==> config.mk <==
export PLATFORM = sky130hd
export DESIGN_NAME = mpm_map
export DESIGN_NICKNAME = d
export VERILOG_FILES = /design/src/rtl/core/mpm_pkg.sv /design/src/rtl/core/mpm_map.sv
export SDC_FILE = /design/constraint.sdc
export NUM_CORES = 1
export LEC_CHECK = 0
export ABC_AREA = 1
export ABC_CLOCK_PERIOD_IN_PS = 3100
export BUFFER_PORTS_ARGS = -buffer_cell sky130_fd_sc_hd__clkbuf_2
export CORE_UTILIZATION = 50
export CTS_CLUSTER_DIAMETER = 60
export DETAILED_ROUTE_END_ITERATION = 7
export GPL_ROUTABILITY_DRIVEN = 0
export PLACE_DENSITY = 0.75
export RECOVER_POWER = 25
export SLEW_MARGIN = 20
export SYNTH_ARGS = -nofsm -noshare
export SYNTH_HDL_FRONTEND = slang
export SYNTH_SLANG_ARGS = --single-unit
==> constraint.sdc <==
create_clock -name clock -period 3.1 [get_ports clock]
set_clock_uncertainty 0.05 [all_clocks]
set_input_delay 0.465 -clock clock [delete_from_list [all_inputs] [get_ports clock]]
set_output_delay 0.465 -clock clock [all_outputs]
set_load 0.02 [all_outputs]
==> src/rtl/core/mpm_pkg.sv <==
// ----------------------------------------------------------------------------
// Mandelbrot membership package
// Shared constants, types and saturation helpers for the membership pipeline.
// ----------------------------------------------------------------------------
package mpm_pkg;

   localparam int SCREEN_WIDTH   = 128;
   localparam int SCREEN_HEIGHT  = 64;
   localparam int MAX_ITERATIONS = 20;
   localparam int FRAC_BITS      = 15;

   localparam int PX_W    = 7;
   localparam int PY_W    = 6;
   localparam int VAL_W   = 32;
   localparam int SHIFT_W = 4;
   localparam int SUM_W   = 51;

   // Escape bound 2.0 in 16.15 format.
   localparam logic signed [VAL_W-1:0] ESCAPE_LIMIT = 32'sd2 <<< FRAC_BITS;

   // Register indexes of the configuration port.
   typedef enum logic [1:0] {
      REG_CENTER_RE  = 2'd0,
      REG_CENTER_IM  = 2'd1,
      REG_SCALE_SHIFT = 2'd2
   } csr_index_type;

   // Data handed from one iteration cell to the next.
   typedef struct packed {
      logic                    escaped;
      logic signed [VAL_W-1:0] z_re;
      logic signed [VAL_W-1:0] z_im;
      logic signed [VAL_W-1:0] c_re;
      logic signed [VAL_W-1:0] c_im;
   } cell_data_type;

   // Saturate a wide signed sum to the 32-bit signed range.
   function automatic logic signed [VAL_W-1:0] sat_wide(input logic signed [SUM_W-1:0] v);
      logic signed [SUM_W-1:0] max_v;
      logic signed [SUM_W-1:0] min_v;
      max_v = {{(SUM_W-VAL_W+1){1'b0}}, {(VAL_W-1){1'b1}}};
      min_v = {{(SUM_W-VAL_W+1){1'b1}}, {(VAL_W-1){1'b0}}};
      if (v > max_v) begin
         sat_wide = {1'b0, {(VAL_W-1){1'b1}}};
      end else if (v < min_v) begin
         sat_wide = {1'b1, {(VAL_W-1){1'b0}}};
      end else begin
         sat_wide = v[VAL_W-1:0];
      end
   endfunction

endpackage

==> src/rtl/core/mpm_map.sv <==
// ----------------------------------------------------------------------------
// Pixel mapping stage
// Maps a pixel position to the complex point c and seeds z with zero.
// ----------------------------------------------------------------------------
module mpm_map
   import mpm_pkg::*;
(
   input  logic                     clock,
   input  logic                     reset,
   input  logic                     advance,
   input  logic                     in_valid,
   input  logic [PX_W-1:0]          pixel_x,
   input  logic [PY_W-1:0]          pixel_y,
   input  logic signed [VAL_W-1:0]  center_re,
   input  logic signed [VAL_W-1:0]  center_im,
   input  logic [SHIFT_W-1:0]       scale_shift,
   output logic                     out_valid,
   output cell_data_type            out_data
);

   localparam int OFF_W = VAL_W + 1;

   logic signed [PX_W:0]      dx;
   logic signed [PY_W:0]      dy;
   logic [SHIFT_W-1:0]        shamt;
   logic signed [OFF_W-1:0]   off_x;
   logic signed [OFF_W-1:0]   off_y;
   logic signed [OFF_W-1:0]   sum_x;
   logic signed [OFF_W-1:0]   sum_y;
   logic                      valid_ff;
   cell_data_type             data_ff;
   cell_data_type             data_in;

   // Signed pixel offsets from the screen center, scaled to 15 fraction bits.
   always_comb begin
      dx    = $signed({1'b0, pixel_x}) - $signed((PX_W+1)'(SCREEN_WIDTH / 2));
      dy    = $signed({1'b0, pixel_y}) - $signed((PY_W+1)'(SCREEN_HEIGHT / 2));
      shamt = SHIFT_W'(FRAC_BITS) - scale_shift;
      off_x = $signed({{(OFF_W-PX_W-1){dx[PX_W]}}, dx}) <<< shamt;
      off_y = $signed({{(OFF_W-PY_W-1){dy[PY_W]}}, dy}) <<< shamt;
      sum_x = off_x + $signed({center_re[VAL_W-1], center_re});
      sum_y = off_y + $signed({center_im[VAL_W-1], center_im});
      data_in.escaped = 1'b0;
      data_in.z_re    = '0;
      data_in.z_im    = '0;
      data_in.c_re    = sat_wide($signed({{(SUM_W-OFF_W){sum_x[OFF_W-1]}}, sum_x}));
      data_in.c_im    = sat_wide($signed({{(SUM_W-OFF_W){sum_y[OFF_W-1]}}, sum_y}));
   end

   // Stage register.
   always_ff @(posedge clock) begin
      if (reset) begin
         valid_ff <= 1'b0;
      end else if (advance) begin
         valid_ff <= in_valid;
      end
   end

   always_ff @(posedge clock) begin
      if (advance) begin
         data_ff <= data_in;
      end
   end

   assign out_valid = valid_ff;
   assign out_data  = data_ff;

endmodule

==> results of run 1 <==
[routing by layer]
metal	up-vias	global-route usage, %	share of wire [%]
met2	476	45.4	46
met4	0	8.40	3.2
li1	4807	-	-
met5	-	0	0
met3	71	3.24	7.9
met1	4368	38.9	43
[cells by family (layout without fill, tap and decap cells)]
logic type      Yosys count  in the layout  share of synthesized area (%)
xor+xnor                 32             32                           3.35
buf+inv                 292            568                           16.9
fa+ha+maj                74             74                           11.2
mux                       3              3                          0.359
other cells               1             65                         0.0448
simple gates            757            762                           36.0
compound gates          138            138                           8.94
flops                    65             65                           23.2
[final cells by class]
class	count	share of cell area, %
inverter	204	6.70
multi-input combinational	1074	51.4
sequential	65	16.9
timing repair buffer	349	20.2
clock buffer	10	1.99
clock inverter	5	0.414
tap	216	2.35
[critical path, cell delays in order]
cell and delay [ns]:
clkbuf_4 0.15, buf_6 0.14, o21ai_0 0.26, nand2_1 0.12, nand3_1 0.11, o21ai_2 0.08, o21ai_0 0.19, ha_1 0.34
nand2_2 0.14, inv_1 0.04, nand2_1 0.05, nand2_1 0.06, a21oi_1 0.18, nand2_2 0.12, nand2_4 0.10, nand3_4 0.12
nand4_4 0.18, clkbuf_16 0.19, nand2_1 0.07
[worst max path at each step]
stage | from | end | slack [ns] | depth (start not counted)
2_1_floorplan | scale_shift[1] | out_data[37] | 0.005 | 23
3_3_place_gp | scale_shift[0] | out_data[3] | -0.43 | 20
3_5_place_dp | scale_shift[0] | out_data[29] | -0.55 | 20
4_1_cts | scale_shift[0] | out_data[29] | 0.0005 | 19
5_1_grt | scale_shift[0] | out_data[38] | -0.10 | 20
6_report | scale_shift[0] | out_data[46] | 0.02 | 19
[flip-flops by register name, indices dropped and copies added (netlist names)]
| signal | flops |
|---|---|
| out_data | 64 |
| out_valid | 1 |
[power by group through the flow]
stage	sequential, mW	clock [mW]	combinational [mW]
after floorplan	1.50	0	1.27
after detailed placement	1.27	0	2.34
final	1.25	0.966	2.70
after CTS	1.25	0.975	2.37
after global routing	1.27	1.00	2.92
after global placement	1.27	0	2.29
[cell usage in the layout, fill, tap and decap left out, types with 3 or more instances in the layout]
cell type    n
nand2_4      7
edfxtp_1    64
nand3_4      4
clkbuf_2   125
inv_1      188
o21ai_1     21
o21bai_1    16
buf_4      192
a21oi_1     47
nor3_1       7
clkinv_1     4
nor2_4       4
buf_6        3
nor2_1      94
inv_2       13
nand3_1     46
ha_1        68
nand2_2     36
nand2_8     10
a21oi_2     14
nand2_1    528
nor2_2      12
conb_1      65
xnor2_1      3
clkbuf_1    23
clkbuf_16   11
o21ai_2     21
xor2_1      29
o21ai_0     14
nand4_1      3
buf_12       4
ha_4         3
[through the flow]
| stage | hold WS (ns) | util, % | TNS (ns) | setup slack (ns) |
|---|---|---|---|---|
| CTS | 0.221 | 66.5 | 0 | 0.000540 |
| floorplan | 0.487 | - | 0 | 0.00498 |
| detailed placement | 0.443 | 64.6 | -28.47 | -0.552 |
| global route | 0.228 | 71.2 | -3.97 | -0.103 |
| finish | 0.232 | 71.2 | 0 | 0.0233 |
| global placement | 0.424 | 64.6 | -23.88 | -0.433 |
[what timing repair did]
action / in CTS / in global routing
gates cloned: 0 / 8
gates resized for setup: 15 / 171
pin swaps: 0 / 37
endpoints found under the setup margin: 62 / 63
buffers inserted: 0 / 11
==> results.py, run 1 <==
metrics = {
    "sta": {
        "tightestPinTransition_ns": 1.63,
        "period_minus_slack_ns": 3.08,
        "hold_viol": 0,
        "maxSlewViolCount": 23,
        "rsz0062_at_grt": "yes",
        "fmax_mhz": 325,
        "max-slew-margin-rel_pct": -8.68,
        "setup_violations": 0,
        "fin_crit_sh_pct": 99.2,
    },
    "worst_setup_path": {
        "critPathCaptureType": "register",
        "crit_type": "in2reg",
        "start_kind": "input pin",
        "crit_required_ns": 3.13,
        "reg2reg_to": "out_valid",
        "worstReg2RegStart": "out_valid",
        "critical_path_arrival_ns": 3.11,
        "reg2regPathDepth": 2,
        "r2r_slack_ns": 2.47,
        "critical_path.max_fanout": 15,
    },
    "grt": {
        "grt_use_total_pct": 28.0,
        "grt_start_max_net_pins": 32,
        "antenna_found_initial": 0,
        "gr-total-overflow": 0,
        "grt_pass1_vias": 8224,
        "grt_pass1_wl_mm": 38.8,
    },
    "routing": {
        "num_vias": 9722,
        "drtIter0Drc": 808,
        "drc": 0,
        "dr.pass1.iters": 5,
        "drt_wl_total_mm": 27.0,
        "wl_per_cell_um": 14.1,
        "ant_nets": 0,
        "viasPerCell": 5.06,
    },
    "yosys": {
        "yosysTopAreaCellShare_pct": 25.3,
        "syn_area_per_cell_um2": 6.14,
        "synthesis.area_um2": 8370,
        "synthArstFlopShare_pct": 0,
        "yosys_warnings": 0,
        "synth_edf_count": 64,
        "ys_top_cells_by_count": "563 x nand2_1, 189 x inv_1, 106 x nor2_1",
        "synth_ff_type": "edfxtp_1",
        "synth.most_common_cell": "nand2_1",
        "ys_seq_area_share_pct": 23.2,
        "synth_top_area_cell": "nand2_1",
        "syn_inst": 1362,
        "yosysUniqueCellTypes": 34,
        "netlist_top_cells_area": "nand2_1 25%, edfxtp_1 23%, ha_1 11%",
        "ys_ff_latch": 65,
    },
    "finish": {
        "syn_to_final_growth_pct": 37.2,
        "fillerInstances": 1338,
        "regArea_um2": 1940,
        "n_antenna_cell": 0,
        "instances_no_fill": 1923,
        "drive_gt1_share_pct": 28.1,
        "multi_input_area_um2": 5900,
        "design_area_um2": 11500,
        "final_nets": 1862,
    },
    "pwr": {
        "internal_power_mw": 2.87,
        "p_seq_share_pct": 25.5,
        "leakagePower_nw": 6.58,
        "cellPowerDensity_nw_per_um2": 428,
        "power.switching_mw": 2.05,
        "swShare_pct": 41.7,
        "p_total_mw": 4.92,
        "combPwrFrac_pct": 54.9,
        "ir_worst_vdd_mv": 0.266,
        "pwr-share-clk_pct": 19.6,
    },
    "hold_path": {
        "whs_endpoint": "out_valid",
        "hold-path-cell-count": 2,
        "hp-class": "in2reg",
        "holdCritStartpoint": "reset",
    },
    "status": {
        "failed_checks": "capacitance limit, slew limit",
        "outcome": "complete, but fails checks",
    },
    "floorplanning": {
        "core_um2": 16100,
        "dieArea_um2": 17300,
        "pin_count": 215,
        "start_util_pct": 51.9,
        "dieHeight_um": 131,
        "die_w_um": 131,
        "rows": 46,
    },
    "clocking": {
        "clkLatencyLatePin_ns": 0.33,
        "htreeDepth": 3,
        "clk_pin_slew_worst_paths_ns": 0.05,
        "numCtsBuffers": 9,
        "cts.sinks": 65,
        "tritoncts": "yes",
        "root_buffer": "clkbuf_16",
        "cts_hold_buf": 0,
        "clk_path_buf_depth": 2,
    },
    "placement": {
        "io_buffer_count": 149,
        "dp_cells": 1889,
        "placed_area_um2": 10400,
        "dp_hpwl_mm": 20.4,
    },
    "flow_run": {
        "max_cap_viol_count": 1,
    },
}
Power figures use the tool's default switching activity.
==> run 2, diff against run 1 <==
Settings changed: SETUP_SLACK_MARGIN set to 0.5, SLEW_MARGIN 20 to 10.
==> results.py, run 2 (synthesis results as in run 1) <==
metrics = {
    "floorplanning": {
        "pin_count": 215,
        "core_um2": 16100,
        "dieArea_um2": 17300,
        "dieHeight_um": 131,
        "rows": 46,
        "die_w_um": 131,
        "start_util_pct": 51.9,
    },
    "clocking": {
        "htreeDepth": 3,
        "clkLatencyLatePin_ns": 0.35,
        "root_buffer": "clkbuf_16",
        "cts.sinks": 65,
        "tritoncts": "yes",
        "clk_path_buf_depth": 2,
        "cts_hold_buf": 0,
        "numCtsBuffers": 9,
        "clk_pin_slew_worst_paths_ns": 0.06,
    },
    "finish": {
        "layout_common_cells": "452 x nand2_1, 198 x buf_4, 181 x inv_1, 141 x clkbuf_2, 87 x nand2_2",
        "largest_reg_flops": 64,
        "design_area_um2": 12600,
        "syn_to_final_growth_pct": 50.0,
        "drive_gt1_share_pct": 38.4,
        "final_common_cell": "nand2_1",
        "multi_input_area_um2": 6750,
        "fillerInstances": 1022,
        "final_nets": 1874,
        "regArea_um2": 1940,
        "n_antenna_cell": 0,
    },
    "sta": {
        "hold_ws_ns": 0.211,
        "max-slew-margin-rel_pct": -19.7,
        "setup_violations": 11,
        "period_minus_slack_ns": 3.13,
        "maxSlewViolCount": 66,
        "fin_crit_sh_pct": 101,
        "tightestPinTransition_ns": 1.80,
        "tns_ns": -0.0839,
        "fmax_mhz": 320,
        "worst_slack_ns": -0.0287,
        "hold_viol": 0,
        "rsz0062_at_grt": "yes",
    },
    "placement": {
        "dp_hpwl_mm": 20.1,
        "io_buffer_count": 149,
        "placed_area_um2": 10400,
        "pre_cts_ws_ns": -0.524,
    },
    "status": {
        "failed_checks": "capacitance limit, slew limit, setup timing",
        "outcome": "complete, but fails checks",
    },
    "routing": {
        "drc": 0,
        "met2_length_mm": 15.3,
        "viasPerCell": 5.56,
        "ant_nets": 0,
        "wl_met1_mm": 12.3,
        "num_vias": 10800,
        "drtIter0Drc": 1488,
        "drt_wl_total_mm": 33.8,
        "met3WireLength_mm": 4.03,
        "top_layer": "met4",
        "wl_per_cell_um": 17.5,
        "dr.pass1.iters": 6,
    },
    "pwr": {
        "leakagePower_nw": 6.85,
        "ir_worst_vdd_mv": 0.314,
        "cellPowerDensity_nw_per_um2": 438,
    },
    "worst_setup_path": {
        "worstPathCellList": "clkbuf_16 -> buf_12 -> mux2i_4 -> o21ai_2 -> o21ai_2 -> o21ai_1 -> buf_4 -> ha_4 -> nand2_4 -> nor2_2 -> nand2_1 -> nor2_2 -> nand2_4 -> nand2_4 -> nand2_4 -> nand2_8 -> nand2_8 -> nand2_1 -> nand2_2",
        "reg2regPathDepth": 2,
        "startpoint": "scale_shift[0]",
        "crit_slowest_cell": "ha_4",
        "critical_path_arrival_ns": 3.19,
        "slowest_delay_ns": 0.33,
        "worstReg2RegStart": "out_valid",
        "cp-endpoint": "out_data[50]",
        "crit_type": "in2reg",
        "cpMostUsedCell": "nand2_4",
        "reg2reg_to": "out_valid",
        "critical_path.max_fanout": 8,
        "r2r_slack_ns": 2.46,
        "crit_required_ns": 3.16,
        "start_kind": "input pin",
        "critPathCaptureType": "register",
    },
    "grt": {
        "grt_pass1_wl_mm": 44.9,
        "antenna_found_initial": 0,
        "gr-total-overflow": 0,
        "grt_pass1_vias": 9305,
        "grt_start_max_net_pins": 66,
        "grt_use_total_pct": 32.6,
    },
    "flow_run": {
        "max_cap_viol_count": 1,
    },
    "hold_path": {
        "hp-class": "in2reg",
    },
}
## run 2: changes by cell type in the layout (fill, tap and decap cells not counted), moves of 24 or more
cell,delta
ha_1,-26
ha_4,+24
nand2_1,-76
nand2_2,+51
nand2_4,+24
## run 2: area by class of cell
type,instances,share of cell area [%]
tap,216,2.15
timing repair buffer,361,20.3
multi-input combinational,1074,53.8
inverter,204,6.19
sequential,65,15.5
clock buffer,10,1.82
clock inverter,6,0.349
## run 2: layer usage
layer	vias up	track usage, %
met4	0	17.8
li1	4855	-
met2	875	52.3
met3	242	5.56
met5	-	0
met1	4800	41.7
## run 2: repair_timing
| action | in CTS | in global routing |
|---|---|---|
| setup buffers | 19 | 8 |
| endpoints found under the setup margin | 64 | 64 |
| resized for setup | 197 | 163 |
| pin swaps | 49 | 92 |
| cloned | 9 | 1 |
## run 2: worst min path at each step
stage,cells after the start,endpoint,from,slack (ns)
after floorplan,1,out_valid,reset,0.49
after global placement,2,out_valid,out_valid,0.42
after detailed placement,2,out_valid,out_valid,0.44
after CTS,2,out_valid,reset,0.21
after global routing,2,out_valid,reset,0.22
final,2,out_valid,reset,0.21
## run 2: power breakdown
group | leakage [nW] | switching, mW | internal (mW)
sequential | 0.638 | 0.0531 | 1.21
combinational | 6.08 | 1.96 | 1.27
clock | 0.133 | 0.457 | 0.545
total | 6.85 | 2.47 | 3.03
## run 2: stage by stage
step	power [mW]	std cells	util, %
floorplan	2.79	1426	-
global placement	3.56	1883	64.6
detailed placement	3.61	1883	64.6
CTS	5.00	1927	73.1
global route	5.72	1936	77.9
finish	5.50	1936	77.9
## run 2: critical path, delay by kind of cell
| family | cells | cell delay (ns) |
|---|---|---|
| AO/OA/AOI/OAI | 3 | 0.36 |
| multiplexers | 1 | 0.28 |
| adder cells (fa/ha/maj) | 1 | 0.33 |
| buffers and inverters | 3 | 0.47 |
| AND/OR/NAND/NOR | 11 | 1.29 |
